File: src/design/tea_pkg.sv
// Shared types, constants and round functions for the 64-bit TEA-style cipher.
// No dependencies; every other design file imports this package.
`default_nettype none

package tea_pkg;

  // Default number of cipher rounds and the per-round sum increment.
  localparam int unsigned TEA_ROUNDS = 32;
  localparam logic [63:0] TEA_DELTA  = 64'h0123_4578_9876_5432;

  // Operation codes carried with each item.
  typedef enum logic {
    TEA_OP_ENCRYPT = 1'b0,
    TEA_OP_DECRYPT = 1'b1
  } tea_op_t;

  // Input item as it arrives on the input channel.
  typedef struct packed {
    tea_op_t     op;
    logic [63:0] first_half;
    logic [63:0] second_half;
  } tea_in_t;

  // Result item as it leaves on the output channel.
  typedef struct packed {
    logic [63:0] out_first;
    logic [63:0] out_second;
  } tea_out_t;

  // Item state carried between pipeline stages.
  typedef struct packed {
    tea_op_t     op;
    logic [63:0] a;
    logic [63:0] b;
  } tea_stage_t;

  // Running sum after a given number of delta additions, modulo 2^64.
  function automatic logic [63:0] tea_sum(input int unsigned count);
    logic [63:0] product;
    product = TEA_DELTA * 64'(count);
    return product;
  endfunction

  // Round term: three parallel adds folded together with xor.
  function automatic logic [63:0] tea_term(input logic [63:0] w,
                                           input logic [63:0] sum,
                                           input logic [63:0] key);
    logic [63:0] t_shl;
    logic [63:0] t_sum;
    logic [63:0] t_shr;
    t_shl = (w << 4) + key;
    t_sum = w + sum;
    t_shr = (w >> 5) + key;
    return t_shl ^ t_sum ^ t_shr;
  endfunction

endpackage

`default_nettype wire

File: src/design/tea_half_round.sv
// One pipeline stage of the cipher: half of one round, updating one word.
// Depends on tea_pkg for the stage type, the round term and the sum constants.
`default_nettype none

module tea_half_round
  import tea_pkg::*;
#(
  parameter int unsigned ROUNDS    = TEA_ROUNDS,
  parameter int unsigned ROUND_IDX = 0,
  parameter bit          SECOND    = 1'b0
) (
  input  wire logic        clk,
  input  wire logic        rst,
  input  wire logic        en,
  input  wire logic [63:0] key,
  input  wire logic        in_valid,
  input  wire tea_stage_t  in_data,
  output logic             out_valid,
  output tea_stage_t       out_data
);

  // Encryption uses the sum after ROUND_IDX+1 deltas; decryption walks back.
  localparam logic [63:0] SUM_ENC = tea_sum(ROUND_IDX + 1);
  localparam logic [63:0] SUM_DEC = tea_sum(ROUNDS - ROUND_IDX);

  logic        is_dec;
  logic [63:0] src;
  logic [63:0] sum;
  logic [63:0] term;
  tea_stage_t  data_next;

  // Pick the source word and the sum for this half round.
  // Encrypt updates a then b; decrypt updates b then a.
  always_comb begin
    is_dec = (in_data.op == TEA_OP_DECRYPT);
    sum    = is_dec ? SUM_DEC : SUM_ENC;
    if (SECOND ^ is_dec) begin
      src = in_data.a;
    end else begin
      src = in_data.b;
    end
    term = tea_term(src, sum, key);
  end

  // Add the term on encrypt, subtract it on decrypt.
  always_comb begin
    data_next = in_data;
    if (!is_dec) begin
      if (SECOND) begin
        data_next.b = in_data.b + term;
      end else begin
        data_next.a = in_data.a + term;
      end
    end else begin
      if (SECOND) begin
        data_next.a = in_data.a - term;
      end else begin
        data_next.b = in_data.b - term;
      end
    end
  end

  // Valid bit is control state; the payload register needs no reset.
  always_ff @(posedge clk) begin
    if (rst) begin
      out_valid <= 1'b0;
    end else if (en) begin
      out_valid <= in_valid;
    end
  end

  always_ff @(posedge clk) begin
    if (en) begin
      out_data <= data_next;
    end
  end

endmodule

`default_nettype wire

File: config.mk
export PLATFORM = sky130hd
export DESIGN_NAME = tea_half_round
export DESIGN_NICKNAME = d
export VERILOG_FILES = /design/src/design/tea_pkg.sv /design/src/design/tea_half_round.sv
export SDC_FILE = /design/constraint.sdc
export NUM_CORES = 1
export LEC_CHECK = 0
export CAP_MARGIN = 20
export CORE_UTILIZATION = 51
export DETAILED_ROUTE_END_ITERATION = 6
export DONT_BUFFER_PORTS = 1
export HOLD_SLACK_MARGIN = 0.1
export PLACE_DENSITY_LB_ADDON = 0.1
export SLEW_MARGIN = 0
export SYNTH_ARGS = -nofsm -noshare
export SYNTH_HDL_FRONTEND = slang
export SYNTH_SLANG_ARGS = --single-unit
File: constraint.sdc
create_clock -name clk -period 17.67 [get_ports clk]
set_clock_uncertainty 0.15 [all_clocks]
set_input_delay 1.767 -clock clk [delete_from_list [all_inputs] [get_ports clk]]
set_output_delay 1.767 -clock clk [all_outputs]
set_load 0.005 [all_outputs]
# Word level (Yosys, flattened, before mapping)
# Cells that the tools add are included.
[op_classes]
bitwise_logic = 2
mux = 4
addsub = 5
[ops]
columns = ["operator", "count"]
rows = [
  ["64-bit two-way mux", 3],
  ["64-bit adder", 2],
  ["64-bit XOR", 2],
  ["59-bit by 64-bit adder with 64-bit output", 1],
  ["64-bit by 62-bit adder with 64-bit output", 1],
  ["64-bit subtractor", 1],
  ["62-bit two-way mux", 1],
]
[word_totals]
register_bits = 130
elab_cells = 15

# Longest topological paths before layout
[depth]
depth_word = 6
mapped_depth = 45

# Worst setup path before layout
# OpenSTA, ideal clock, no wires.
[synth_timing]
kind = "input to register"
start = "input in_data[128] (netlist bit)"
end = "register out_data[127] (netlist bit), data pin"
path_stages = 42
setup_ns = 0.261
n_path_buf = 14
required_time_ns = 17.259
slack_ns = 7.686
t_arrival_ns = 9.574
cell_sequence = "buf_6 buf_6 buf_6 buf_6 buf_2 buf_2 buf_2 buf_2 buf_2 buf_2 buf_2 clkbuf_1 clkbuf_1 clkbuf_1 nand2_1 o21ai_0 ha_1 a21o_1 [6 not listed] o21ai_0 a221oi_1 nor3_1 o22ai_1 xnor2_1 xor2_1 ha_1 a21o_1 a21o_1 a21oi_1 o21ai_0 and4_1 o31a_1 nor3_1 o31ai_1 xnor3_1 nor2_1 xor2_1"
[synth_lines]
columns = ["element", "line_no", "rtl"]
rows = [
  ["start, declared", "tea_half_round.sv:17", "input wire tea_stage_t in_data,"],
  ["end signal, assigned", "tea_half_round.sv:74", "out_data <= data_next;"],
  ["end, declared", "tea_half_round.sv:19", "output tea_stage_t out_data"],
]

==> out/qor.csv <==
stage,metric,value,unit
clock_tree,path_clk_slew,0.06,ns
layout,antenna_cells,0,
sta,fin_crit,10.26,ns
sta,slew_violations,0,
layout,fillers,4474,
synth,synthSimpleGateAreaFrac,0.183,
clock_tree,cts_max_path_buffers,2,
setup_path,worstSetupStartpoint,in_data[128],
sta,post-route-period-util,0.580,
floorplanning,die_area,0.0475,mm2
sta,rsz0062_at_grt,no,
clock_tree,post_cts_buffers,0,
floorplanning,die_h,218,um
setup_path,reg2reg_depth,2,
synth,synth-edff-count,129,
synth,syn_area,0.0238,mm2
synth,synth-seq-area-share,0.164,
global_routing,grt_usage,0.394,
synth,netlist.area_leader.share,0.163,
clock_tree,cts_htree_levels,4,
power,p_int,1950,uW
global_routing,grt_max_degree,374,
setup_path,critPathMaxFanout,373,
layout,nets,3460,
clock_tree,cts-root-buf,clkbuf_16,
status,status,"complete, but fails checks",
floorplanning,rows,78,
place,portBuffers,0,
layout,postLayoutCoreUtil,0.539,
synth,synth_top_family_by_area,compound AO/OA/AOI/OAI gates,
power,p_seq_frac,0.150,
clock_tree,cts_tree,built,
sta,setup_viol_count_final,0,
clock_tree,insertion_delay,0.48,ns
setup_path,r2r_start,out_valid$_SDFFE_PP0P_,
clock_tree,cts.sinks,130,
synth,yosysWarningCount,0,
setup_path,cp-end-kind,register,
sta,worstMarginPinSlew,1.11,ns
setup_path,path_class,in2reg,
route,postRouteAntennaNets,0,
route,vias_per_cell,6.76,
synth,async_flop_share,0,
power,p_leak,0.0105,uW
synth,synth_nets,3555,
sta,fmax,97.5,MHz
setup_path,max_stage_delay,0.67,ns
place,dp_hpwl,79.3,mm
synth,synth_area_leaders,"edfxtp_1 16%, ha_1 13%, xnor2_1 11%, a21o_1 6.5%, o21ai_0 6.4%",
sta,holdWs,0.393,ns
sta,relSlewSlack,0.246,
route,drt_pass1_iterations,7,
hold_path,hold_class,reg2reg,
setup_path,worstPathRequired,17.76,ns
setup_path,cpMostUsedCell,xnor2_1,
setup_path,crit_end,out_data[60]$_DFFE_PP_,
sta,hold_viol,0,
route,vias,24457,
synth,synth_compound_area_frac,0.307,
floorplanning,start_util,0.521,
global_routing,antenna_found_initial,0,
power,power_density,165,mW/mm2
global_routing,grt_pass1_vias,22638,
status,violations,design-rule violations,
clock_tree,postCtsHoldBufs,0,
power,combPwrFrac,0.758,
global_routing,grt_first_pass_wirelength,140,mm
place,place.gp.congestion,1.08,
power,switching_share,0.519,
synth,yosysMostFrequentCell,o21ai_0,
clock_tree,cts_resized,0,
power,power_switching,2110,uW
setup_path,arrival,10.35,ns
synth,ys.flop_type,edfxtp_1,
synth,yosys-mux-area-fraction,0.00368,
route,routed_wl,96.6,mm
synth,synthDistinctLibCells,101,
setup_path,r2r_end,out_valid$_SDFFE_PP0P_,
synth,synth_xor_area_frac,0.162,
setup_path,critPathSlowestCell,nor3_1,
global_routing,gr-total-overflow,0,
power,pwr-share-clk,0.092,
run,drv_cap,0,
route,routedWlPerCell,26.7,um
floorplanning,fp.coreArea,0.0457,mm2
synth,synth.largest_area_cell,edfxtp_1,
synth,synthTopCellsByCount,"304 x o21ai_0, 302 x xnor2_1, 293 x nand2_1, 281 x a21oi_1, 254 x ha_1",
power,ir_worst_vdd,0.000101,V
synth,synth_cells,3100,
route,drc,11,
sta,tns,0,ns
synth,syn_area_per_cell,7.67,um2
floorplanning,num_io_pins,327,
layout,area_growth,3.56,%
clock_tree,cts_buffers,17,
synth,synth_seq_cells,130,
setup_path,setup.worst_path.start_class,primary input,
layout,drive_gt1_frac,0.0308,
setup_path,rrSetupSlack,16.91,ns
route,first_iter_violations,2894,
synth,synthAdderAreaFrac,0.137,
floorplanning,fp.dieW,218,um
power by group through the flow:
stage	clock network [uW]	registers (uW)	logic [uW]
2_1_floorplan	0	568	2260
3_3_place_gp	0	611	2940
3_5_place_dp	0	611	2980
4_1_cts	380	607	3000
5_1_grt	391	616	3320
6_report	375	608	3080
layout make-up:
class / instances / area [um2] / area share
clock buffers: 17 / 425 / 0.0173
multi-input cells: 2718 / 18900 / 0.766
well taps: 600 / 751 / 0.0305
flip-flops and latches: 130 / 3890 / 0.158
clock inverters: 15 / 165 / 0.00670
inverters: 132 / 495 / 0.0201
repair buffers: 6 / 45.0 / 0.00183
per-layer routing:
metal / global-route usage / up-vias / wire, um
met1: 0.515 / 11567 / 40200
met3: 0.0989 / 246 / 10200
met2: 0.613 / 1376 / 41800
met5: 0 / - / 0
met4: 0.164 / 0 / 4410
li1: - / 11268 / -
metrics by stage:
step | power [uW] | instance area [um2] | instances | setup slack [ns]
global placement | 3550 | 24000 | 3586 | 7.50
global route | 4330 | 24600 | 3618 | 7.24
floorplan | 2830 | 23800 | 3100 | 7.69
detailed placement | 3590 | 24000 | 3586 | 7.54
finish | 4060 | 24600 | 3618 | 7.41
CTS | 3990 | 24600 | 3618 | 7.97
state kept, by name, summed over array words and instances (netlist names):
register,count
out_data,129
out_valid,1
how the worst min path moves through the flow:
stage / start / slack (ns) / cells past startpoint / end
final: out_valid$_SDFFE_PP0P_ / 0.39 / 2 / out_valid$_SDFFE_PP0P_
after global routing: out_valid$_SDFFE_PP0P_ / 0.42 / 2 / out_valid$_SDFFE_PP0P_
after CTS: out_valid$_SDFFE_PP0P_ / 0.40 / 2 / out_valid$_SDFFE_PP0P_
after detailed placement: out_valid$_SDFFE_PP0P_ / 0.38 / 2 / out_valid$_SDFFE_PP0P_
after global placement: out_valid$_SDFFE_PP0P_ / 0.36 / 2 / out_valid$_SDFFE_PP0P_
after floorplan: out_valid$_SDFFE_PP0P_ / 0.33 / 2 / out_valid$_SDFFE_PP0P_
worst max-delay path: cells and delay by family:
family                   cells  cell delay, ns
adder cells (fa/ha/maj)      3            0.89
buffers and inverters        2            0.60
AND/OR/NAND/NOR             10            2.77
XOR/XNOR                     4            0.96
AO/OA/AOI/OAI               10            3.22
cell usage in the layout, fill, tap and decap left out, types with 7 or more instances in the layout:
cell | netlist | final
o211ai_1 | 24 | 24
a31oi_1 | 36 | 36
a211oi_1 | 31 | 31
nor3b_1 | 8 | 8
and3_1 | 31 | 31
o21bai_1 | 45 | 45
a221oi_1 | 22 | 22
o21ai_0 | 304 | 304
o31ai_1 | 12 | 12
edfxtp_1 | 129 | 129
clkbuf_16 | 0 | 17
nor2b_1 | 53 | 53
and4_1 | 10 | 10
or2_2 | 10 | 10
xnor2_1 | 302 | 302
nand2_1 | 293 | 293
nor3_1 | 37 | 37
nand2b_1 | 44 | 44
a41oi_1 | 8 | 8
a21boi_0 | 14 | 14
o21a_1 | 25 | 25
or3_1 | 7 | 7
a21o_1 | 205 | 205
and2_1 | 25 | 25
a21oi_1 | 281 | 281
inv_1 | 130 | 130
nor2_1 | 172 | 172
xor2_1 | 132 | 132
ha_1 | 254 | 254
nand4_1 | 61 | 61
a31o_2 | 8 | 8
nand3b_1 | 14 | 14
nor4b_1 | 7 | 7
nand3_1 | 74 | 74
o22ai_1 | 13 | 13
nor4_1 | 9 | 9
kinds of logic (layout without fill, tap and decap cells):
family,Yosys count,in the layout
AOI/OAI and AO/OA,1135,1135
and+or+nand+nor,880,880
xor gates and xnor gates,437,437
adders and majority gates,258,258
buffers and inverters,252,170
DFF,130,130
muxes,8,8
(Power assumes the default switching activity.)
